File: config.mk
export PLATFORM = sky130hd
export DESIGN_NAME = tfl_seq
export DESIGN_NICKNAME = d
export VERILOG_FILES = /design/src/hdl/tfl_pkg.sv /design/src/hdl/tfl_seq.sv
export VERILOG_INCLUDE_DIRS = /design/src /design/src/hdl
export SDC_FILE = /design/constraint.sdc
export NUM_CORES = 1
export LEC_CHECK = 0
export BUFFER_PORTS_ARGS = -buffer_cell sky130_fd_sc_hd__buf_2
export CORE_MARGIN = 10
export CORE_UTILIZATION = 49
export CTS_BUF_LIST = sky130_fd_sc_hd__clkbuf_2
export DETAILED_ROUTE_END_ITERATION = 6
export PLACE_DENSITY = 0.82
export SLEW_MARGIN = 40
export SYNTH_ARGS = -nofsm -noshare
export SYNTH_HDL_FRONTEND = slang
export SYNTH_SLANG_ARGS = --single-unit
File: constraint.sdc
create_clock -name clk -period 6.6 [get_ports clk]
set_input_delay 1.65 -clock clk [delete_from_list [all_inputs] [get_ports clk]]
set_output_delay 1.65 -clock clk [all_outputs]
set_load 0.03 [all_outputs]
File: src/hdl/tagged_free_list_node_store_unit_macros.svh
// assertion macros for the tagged free-list node store
`ifndef TAGGED_FREE_LIST_NODE_STORE_UNIT_MACROS_SVH
`define TAGGED_FREE_LIST_NODE_STORE_UNIT_MACROS_SVH

`ifndef SYNTHESIS
`define TFL_ASSERT_IMP(lbl, ante, cons) \
  lbl: assert property (@(posedge clk) disable iff (rst) (ante) |-> (cons)) \
    else $error("tfl check failed: same-cycle implication");
`define TFL_ASSERT_NXT(lbl, ante, cons) \
  lbl: assert property (@(posedge clk) disable iff (rst) (ante) |=> (cons)) \
    else $error("tfl check failed: next-cycle implication");
`else
`define TFL_ASSERT_IMP(lbl, ante, cons)
`define TFL_ASSERT_NXT(lbl, ante, cons)
`endif

`endif

File: src/hdl/tfl_pkg.sv
// shared types and constants for the tagged free-list node store
package tfl_pkg;

  localparam int MemNodes  = 64;
  localparam int TagChars  = 8;
  localparam int AddrBits  = $clog2(MemNodes);
  localparam int LinkBits  = AddrBits + 1;
  localparam int CountBits = $clog2(MemNodes + 1);
  localparam int TagBits   = 64;
  localparam int ValueBits = 32;

  typedef logic [AddrBits-1:0]  addr_t;
  typedef logic [LinkBits-1:0]  link_t;
  typedef logic [CountBits-1:0] count_t;

  localparam link_t NullLink = link_t'(MemNodes);
  localparam logic [TagBits-1:0] TagMask = {TagBits{1'b1}} >> (TagBits - 8 * TagChars);

  typedef enum logic [2:0] {
    ACT_ALLOC = 3'd0,
    ACT_FREE  = 3'd1,
    ACT_PUT   = 3'd2,
    ACT_GET   = 3'd3,
    ACT_QUERY = 3'd4
  } action_t;

  typedef enum logic [1:0] {
    ST_OK      = 2'd0,
    ST_NO_SPACE = 2'd1,
    ST_NO_TAG  = 2'd2
  } status_t;

  typedef enum logic [2:0] {
    S_IDLE,
    S_ALLOC_WR,
    S_FREE_WALK,
    S_MATCH_WALK,
    S_QUERY_WALK,
    S_COUNT_START,
    S_COUNT_WALK,
    S_FINISH
  } state_t;

  typedef struct packed {
    logic [TagBits-1:0]          tag;
    logic signed [ValueBits-1:0] value;
    link_t                       link;
  } node_t;

  typedef struct packed {
    logic  rd_en;
    addr_t rd_addr;
    logic  wr_en;
    addr_t wr_addr;
    node_t wr_node;
  } mem_req_t;

  // status sits in the lowest bits
  typedef struct packed {
    count_t                      used_count;
    count_t                      free_count;
    logic                        node_is_free;
    logic signed [ValueBits-1:0] read_value;
    addr_t                       node_address;
    status_t                     status;
  } result_t;

  function automatic logic link_valid(link_t l);
    return l < NullLink;
  endfunction

  // after reset node i links to i+1, the last one to null
  function automatic link_t reset_link(addr_t a);
    return link_t'(a) + link_t'(1);
  endfunction

endpackage

File: src/hdl/tfl_seq.sv
// sequencer that walks node chains and updates the free list
`include "tagged_free_list_node_store_unit_macros.svh"

module tfl_seq (
  input  logic                              clk,
  input  logic                              rst,
  input  logic                              in_valid,
  output logic                              in_ready,
  input  logic [2:0]                        in_action,
  input  tfl_pkg::addr_t                    in_address,
  input  logic [tfl_pkg::TagBits-1:0]       in_tag,
  input  logic signed [tfl_pkg::ValueBits-1:0] in_value,
  input  logic                              in_last,
  output logic                              res_valid,
  input  logic                              res_ready,
  output tfl_pkg::result_t                  result,
  output tfl_pkg::mem_req_t                 mem_req,
  input  tfl_pkg::node_t                    rd_node
);
  import tfl_pkg::*;

  state_t                      state;
  state_t                      state_next;
  action_t                     act;
  addr_t                       addr;
  logic [TagBits-1:0]          tag;
  logic signed [ValueBits-1:0] value;
  logic                        last;
  addr_t                       x;
  count_t                      steps;
  logic                        found;
  link_t                       free_head;
  count_t                      free_nodes;
  status_t                     status;
  addr_t                       node_addr;
  logic signed [ValueBits-1:0] rd_val;
  logic                        is_free;

  link_t   nx;
  logic    nx_ok;
  logic    tag_hit;
  count_t  steps_inc;
  logic    chain_more;
  logic    match_more;
  logic    head_ok;
  action_t in_act;

  assign nx         = rd_node.link;
  assign nx_ok      = link_valid(nx);
  assign tag_hit    = ((rd_node.tag & TagMask) == tag);
  assign steps_inc  = steps + count_t'(1);
  assign chain_more = nx_ok && (steps < count_t'(MemNodes));
  assign match_more = nx_ok && (steps_inc < count_t'(MemNodes));
  assign head_ok    = link_valid(free_head);
  assign in_act     = action_t'(in_action);

  // next state
  always_comb begin
    state_next = state;
    unique case (state)
      S_IDLE: begin
        if (in_valid) begin
          case (in_act)
            ACT_ALLOC: state_next = head_ok ? S_ALLOC_WR : S_FINISH;
            ACT_FREE:  state_next = S_FREE_WALK;
            ACT_PUT, ACT_GET: state_next = S_MATCH_WALK;
            ACT_QUERY: begin
              state_next = (head_ok && (free_head != link_t'(in_address))) ?
                           S_QUERY_WALK : S_FINISH;
            end
            default:   state_next = S_FINISH;
          endcase
        end
      end
      S_ALLOC_WR:    state_next = S_COUNT_START;
      S_FREE_WALK:   state_next = chain_more ? S_FREE_WALK : S_COUNT_START;
      S_MATCH_WALK: begin
        if ((act == ACT_GET) && tag_hit) begin
          state_next = S_FINISH;
        end else begin
          state_next = match_more ? S_MATCH_WALK : S_FINISH;
        end
      end
      S_QUERY_WALK: begin
        if (!match_more || (nx == link_t'(addr))) begin
          state_next = S_FINISH;
        end else begin
          state_next = S_QUERY_WALK;
        end
      end
      S_COUNT_START: state_next = head_ok ? S_COUNT_WALK : S_FINISH;
      S_COUNT_WALK:  state_next = chain_more ? S_COUNT_WALK : S_FINISH;
      S_FINISH:      state_next = res_ready ? S_IDLE : S_FINISH;
      default:       state_next = S_IDLE;
    endcase
  end

  // handshakes and memory requests
  always_comb begin
    in_ready        = 1'b0;
    res_valid       = 1'b0;
    mem_req.rd_en   = 1'b0;
    mem_req.rd_addr = nx[AddrBits-1:0];
    mem_req.wr_en   = 1'b0;
    mem_req.wr_addr = x;
    mem_req.wr_node = rd_node;
    unique case (state)
      S_IDLE: begin
        in_ready      = 1'b1;
        mem_req.rd_en = in_valid;
        if ((in_act == ACT_ALLOC) || (in_act == ACT_QUERY)) begin
          mem_req.rd_addr = free_head[AddrBits-1:0];
        end else begin
          mem_req.rd_addr = in_address;
        end
      end
      S_ALLOC_WR: begin
        mem_req.wr_en        = 1'b1;
        mem_req.wr_node.tag  = tag;
        mem_req.wr_node.link = last ? NullLink : rd_node.link;
      end
      S_FREE_WALK: begin
        mem_req.rd_en = chain_more;
        if (!chain_more) begin
          // tail reached: splice the chain in front of the free list
          mem_req.wr_en        = 1'b1;
          mem_req.wr_node.link = free_head;
        end
      end
      S_MATCH_WALK: begin
        mem_req.rd_en = match_more && !((act == ACT_GET) && tag_hit);
        if ((act == ACT_PUT) && tag_hit) begin
          mem_req.wr_en         = 1'b1;
          mem_req.wr_node.value = value;
        end
      end
      S_QUERY_WALK:  mem_req.rd_en = match_more && (nx != link_t'(addr));
      S_COUNT_START: begin
        mem_req.rd_en   = head_ok;
        mem_req.rd_addr = free_head[AddrBits-1:0];
      end
      S_COUNT_WALK:  mem_req.rd_en = chain_more;
      S_FINISH:      res_valid = 1'b1;
      default: ;
    endcase
  end

  always_ff @(posedge clk) begin
    if (rst) begin
      state      <= S_IDLE;
      free_head  <= link_t'(0);
      free_nodes <= count_t'(MemNodes);
    end else begin
      state <= state_next;
      case (state)
        S_IDLE: begin
          if (in_valid) begin
            act       <= in_act;
            addr      <= in_address;
            tag       <= in_tag & TagMask;
            value     <= in_value;
            last      <= in_last;
            found     <= 1'b0;
            status    <= ST_OK;
            node_addr <= '0;
            rd_val    <= '0;
            is_free   <= 1'b0;
            steps     <= (in_act == ACT_FREE) ? count_t'(1) : count_t'(0);
            if ((in_act == ACT_ALLOC) || (in_act == ACT_QUERY)) begin
              x <= free_head[AddrBits-1:0];
            end else begin
              x <= in_address;
            end
            if (in_act == ACT_ALLOC) begin
              if (head_ok) begin
                node_addr <= free_head[AddrBits-1:0];
              end else begin
                status <= ST_NO_SPACE;
              end
            end
            if ((in_act == ACT_QUERY) && head_ok && (free_head == link_t'(in_address))) begin
              is_free <= 1'b1;
            end
          end
        end
        S_ALLOC_WR: free_head <= rd_node.link;
        S_FREE_WALK: begin
          if (chain_more) begin
            x     <= nx[AddrBits-1:0];
            steps <= steps_inc;
          end else begin
            free_head <= link_t'(addr);
          end
        end
        S_MATCH_WALK: begin
          if (tag_hit) begin
            found <= 1'b1;
            if (act == ACT_GET) begin
              rd_val <= rd_node.value;
            end
          end
          if (match_more) begin
            x     <= nx[AddrBits-1:0];
            steps <= steps_inc;
          end
          if (!(found || tag_hit) && !match_more) begin
            status <= ST_NO_TAG;
          end
        end
        S_QUERY_WALK: begin
          if (match_more) begin
            x     <= nx[AddrBits-1:0];
            steps <= steps_inc;
            if (nx == link_t'(addr)) begin
              is_free <= 1'b1;
            end
          end
        end
        S_COUNT_START: begin
          x     <= free_head[AddrBits-1:0];
          steps <= count_t'(1);
          if (!head_ok) begin
            free_nodes <= '0;
          end
        end
        S_COUNT_WALK: begin
          if (chain_more) begin
            x     <= nx[AddrBits-1:0];
            steps <= steps_inc;
          end else begin
            free_nodes <= steps;
          end
        end
        default: ;
      endcase
    end
  end

  assign result.status       = status;
  assign result.node_address = node_addr;
  assign result.read_value   = rd_val;
  assign result.node_is_free = is_free;
  assign result.free_count   = free_nodes;
  assign result.used_count   = count_t'(MemNodes) - free_nodes;

  `TFL_ASSERT_IMP(a_walk_bound, (state == S_FREE_WALK || state == S_COUNT_WALK), (steps != count_t'(0) && steps <= count_t'(MemNodes)))
  `TFL_ASSERT_IMP(a_match_bound, (state == S_MATCH_WALK || state == S_QUERY_WALK), (steps < count_t'(MemNodes)))
  `TFL_ASSERT_NXT(a_alloc_recount, (state == S_ALLOC_WR), (state == S_COUNT_START))
  `TFL_ASSERT_IMP(a_finish_quiet, (state == S_FINISH), (!mem_req.rd_en && !mem_req.wr_en))

endmodule

==> impl_metrics.csv <==
group,metric,value,unit
die,placementRows,48,
critical_path,timing.critical_path.slowest_cell_delay,0.45,ns
synth,synth.yosys.warnings,0,
critical_path,critical_path.max_fanout,33,
critical_path,critPathArrivalTime,4.12,ns
final_layout,drive_above_1_share,51.1,%
critical_path,timing.critical_path.to_type,"primary output",
global_route,grt_use_met3,9.60,%
critical_path,critPathSlowestCell,"sky130_fd_sc_hd__nor4_1",
critical_path,worst-endpoint-required,4.95,ns
final_layout,final-instance-count-excl-fill,1277,
final_layout,area_growth_syn_to_layout,28.2,%
final_layout,commonest_non_fill_non_tap_cells_in_the_layout,"386 x sky130_fd_sc_hd__buf_2, 161 x sky130_fd_sc_hd__edfxtp_1, 70 x sky130_fd_sc_hd__xor2_1",
die,initial_utilization,50.4,%
clock_network,cts_inserted_buffers,17,
global_route,gr-max-usage-layer,"met2",
route,final_wl,28100,µm
sta,final_period_minus_worst_setup_slack,5.77,ns
route,drtAntennaViolNets,0,
sta,worst_slew_margin_rel,43.7,%
critical_path,worst_r2r_endpoint,"rd_val[7]",
route,routed_via_density,5.51,
sta,grt_setup_unrepaired,"false",
synth,async_reset_ff_share,0,%
die,total_i_o_pin_count,387,
clock_network,clock_tree_from_tritoncts,"yes",
synth,ys_seq_area_share,58.8,%
synth,synth_enable_flop_cells,161,
final_layout,num-fill-cells,1364,
die,fp.dieW,154,µm
route,routed-via-count,7039,
job,maxcap_viol_count,0,
synth,synth.cell_area,8810,µm²
clock_network,bufs_on_longest_clock_path,2,
sta,worst_pin_slew,0.845,ns
synth,synth-main-ff-cell,"sky130_fd_sc_hd__edfxtp_1",
global_route,grt.total_usage,22.5,%
sta,timing.final.hold_violations,0,
final_layout,finalNetCount,1246,
critical_path,most_repeated_library_cell_on_the_critical_path,"sky130_fd_sc_hd__buf_2",
clock_network,clockRootBuffer,"sky130_fd_sc_hd__clkbuf_2",
clock_network,cts.htree.levels,4,
critical_path,setup.worst_path.class,"primary input to primary output",
power,p_per_area,383,nW/µm²
power,power.static_leakage,4.96,nW
critical_path,startpoint_type,"primary input",
critical_path,reg2reg_from,"tag[46]",
synth,number_of_storage_elements_in_the_synthesis_netlist,178,
global_route,globalRoute.totalOverflow,0,
global_route,grt_use_met2,40.4,%
clock_network,clkSlewWorstSetupHoldPaths,0.26,ns
global_route,grt_max_degree,66,
hold_path,worstHoldStart,"free_nodes[6]",
route,drt_first_iter_violations,697,
final_layout,layout_commonest_cell,"sky130_fd_sc_hd__buf_2",
global_route,grt_first_pass_wirelength,41800,µm
die,die_footprint,23700,µm²
clock_network,post-cts-setup-buffer-count,0,
placement,io_buffers,386,
sta,tns,0,ns
sta,final-max-slew-violation-count,0,
sta,setup_viols_final,0,
hold_path,holdPathEnd,"free_nodes[6]",
route,drc,0,
power,vdd.ir_drop.worst,0.000211,V
hold_path,hold-path-cell-count,2,
clock_network,tritoncts_num_sinks,178,
die,dieHeight,154,µm
sta,whs,0.512,ns
critical_path,rrSetupSlack,3.30,ns
synth,synth.lib_cells_used.distinct,55,
sta,clock.fmax,173,MHz
global_route,via_count_of_the_first_global_routing_pass,7337,
placement,gpl_congestion,0.904,
run_status,outcome,"finished clean",
synth,synthesis.nets,863,
placement,post-place-cells,1237,
route,first_pass_iters,6,
synth,postSynthCellCount,648,
critical_path,ff2ff_path_depth,7,
sta,timing.clock.skew,0.0411,ns
sta,finalCritPeriodShare,87.4,%
global_route,grt_antenna_before_repair,8,
global_route,grt_util_met1,23.0,%
synth,synthesis.area_per_instance,13.6,µm²
clock_network,holdBufCountCts,0,
hold_path,worst_hold_path_type,"flip-flop to flip-flop",
route,wl_per_cell,22.0,µm
clock_network,latest_clock_arrival_within_the_worst_skew_pair,0.77,ns
placement,hpwlAfterDp,22400,µm
critical_path,critical_path.cell_chain,"buf_2 > xor2_1 > nor4_1 > nand4_1 > nor4_4 > nand3_4 > buf_4 > mux2_4 > buf_2",
clock_network,cts.repair.resized,0,
die,core,17500,µm²
## metal layers
metal / part of all wire (%) / up-vias
met2: 52 / 436
met5: 0.046 / -
met4: 2.0 / 2
li1: - / 3236
met1: 34 / 3321
met3: 11 / 44
## power by group
| group | total [W] | switching (W) | internal, W |
|---|---|---|---|
| clock network | 0.000624 | 0.000429 | 0.000195 |
| registers | 0.00178 | 0.000189 | 0.00159 |
| logic | 0.00192 | 0.00131 | 0.000613 |
## state kept, by name, summed over array words and instances (netlist names)
name and flops:
is_free 1, node_addr 6, steps 7, last 1
act 3, free_head 7, status 2, state 3
free_nodes 7, found 1, tag 64, value 32
x 6, rd_val 32, addr 6
## through the flow
| step | total power [W] | cell area [µm²] | utilization (%) | setup slack, ns |
|---|---|---|---|---|
| finish | 0.00433 | 11300 | 64.6 | 0.831 |
| global route | 0.00456 | 11300 | 64.6 | 0.780 |
| global placement | 0.00368 | 11000 | 62.8 | 0.908 |
| floorplan | 0.00312 | 8810 | - | 0.914 |
| CTS | 0.00434 | 11300 | 64.5 | 0.852 |
| detailed placement | 0.00373 | 11000 | 62.9 | 0.850 |
## synth_stat cells, types with 6 or more instances
library cell	count	area (µm²)
sky130_fd_sc_hd__dfxtp_1	17	340
sky130_fd_sc_hd__mux2_2	67	754
sky130_fd_sc_hd__clkbuf_1	20	75.1
sky130_fd_sc_hd__nor2_1	40	150
sky130_fd_sc_hd__a22o_1	6	52.6
sky130_fd_sc_hd__and3_1	33	206
sky130_fd_sc_hd__a311oi_1	6	52.6
sky130_fd_sc_hd__and2_1	8	50.1
sky130_fd_sc_hd__nor3_1	9	45.0
sky130_fd_sc_hd__o21ai_0	14	70.1
sky130_fd_sc_hd__a21oi_1	8	40.0
sky130_fd_sc_hd__nand2_1	23	86.3
sky130_fd_sc_hd__a222oi_1	12	120
sky130_fd_sc_hd__edfxtp_1	161	4830
sky130_fd_sc_hd__xor2_1	70	613
sky130_fd_sc_hd__mux2_4	29	435
sky130_fd_sc_hd__inv_1	17	63.8
sky130_fd_sc_hd__a22oi_1	7	52.6
sky130_fd_sc_hd__xnor2_1	15	131
sky130_fd_sc_hd__nor4_1	18	113
sky130_fd_sc_hd__nand4_1	7	43.8
## cell type report
type                       count  area, µm²  share of cell area, %
antenna                        8       20.0                  0.177
clock buffer                  17       85.1                  0.754
clock inverter                15        195                   1.73
inverter                      18       70.1                  0.621
multi-input combinational    422       3470                   30.7
sequential                   178       5180                   45.9
tap                          225        282                   2.49
timing repair buffer         394       1990                   17.6
## worst max-delay path, delay by kind of cell
| kind | cells | cell delay (ns) |
|---|---|---|
| and+or+nand+nor | 4 | 1.27 |
| buffers and inverters | 3 | 0.62 |
| muxes | 1 | 0.38 |
| xor gates and xnor gates | 1 | 0.15 |
## worst max-delay path by stage
stage | startpoint | endpoint | slack, ns | depth (start not counted)
after floorplan | rd_node[68] | rd_val[0] | 0.91 | 6
after global placement | rd_node[68] | mem_req[31] | 0.91 | 9
after detailed placement | rd_node[68] | mem_req[22] | 0.85 | 9
after CTS | rd_node[68] | mem_req[22] | 0.85 | 9
after global routing | rd_node[85] | mem_req[22] | 0.78 | 9
final | rd_node[68] | mem_req[22] | 0.83 | 9
## cells by family (layout without fill, tap and decap cells)
family | Yosys count | count (layout) | synth area share, %
buf+inv | 48 | 444 | 2.44
flops | 178 | 178 | 58.8
mux | 97 | 97 | 13.6
xor+xnor | 85 | 85 | 8.45
simple gates | 164 | 164 | 10.1
other cells | 0 | 8 | 0
fa+ha+maj | 2 | 2 | 0.284
compound gates | 74 | 74 | 6.29
Note: power is estimated with default switching activity, not from simulation.
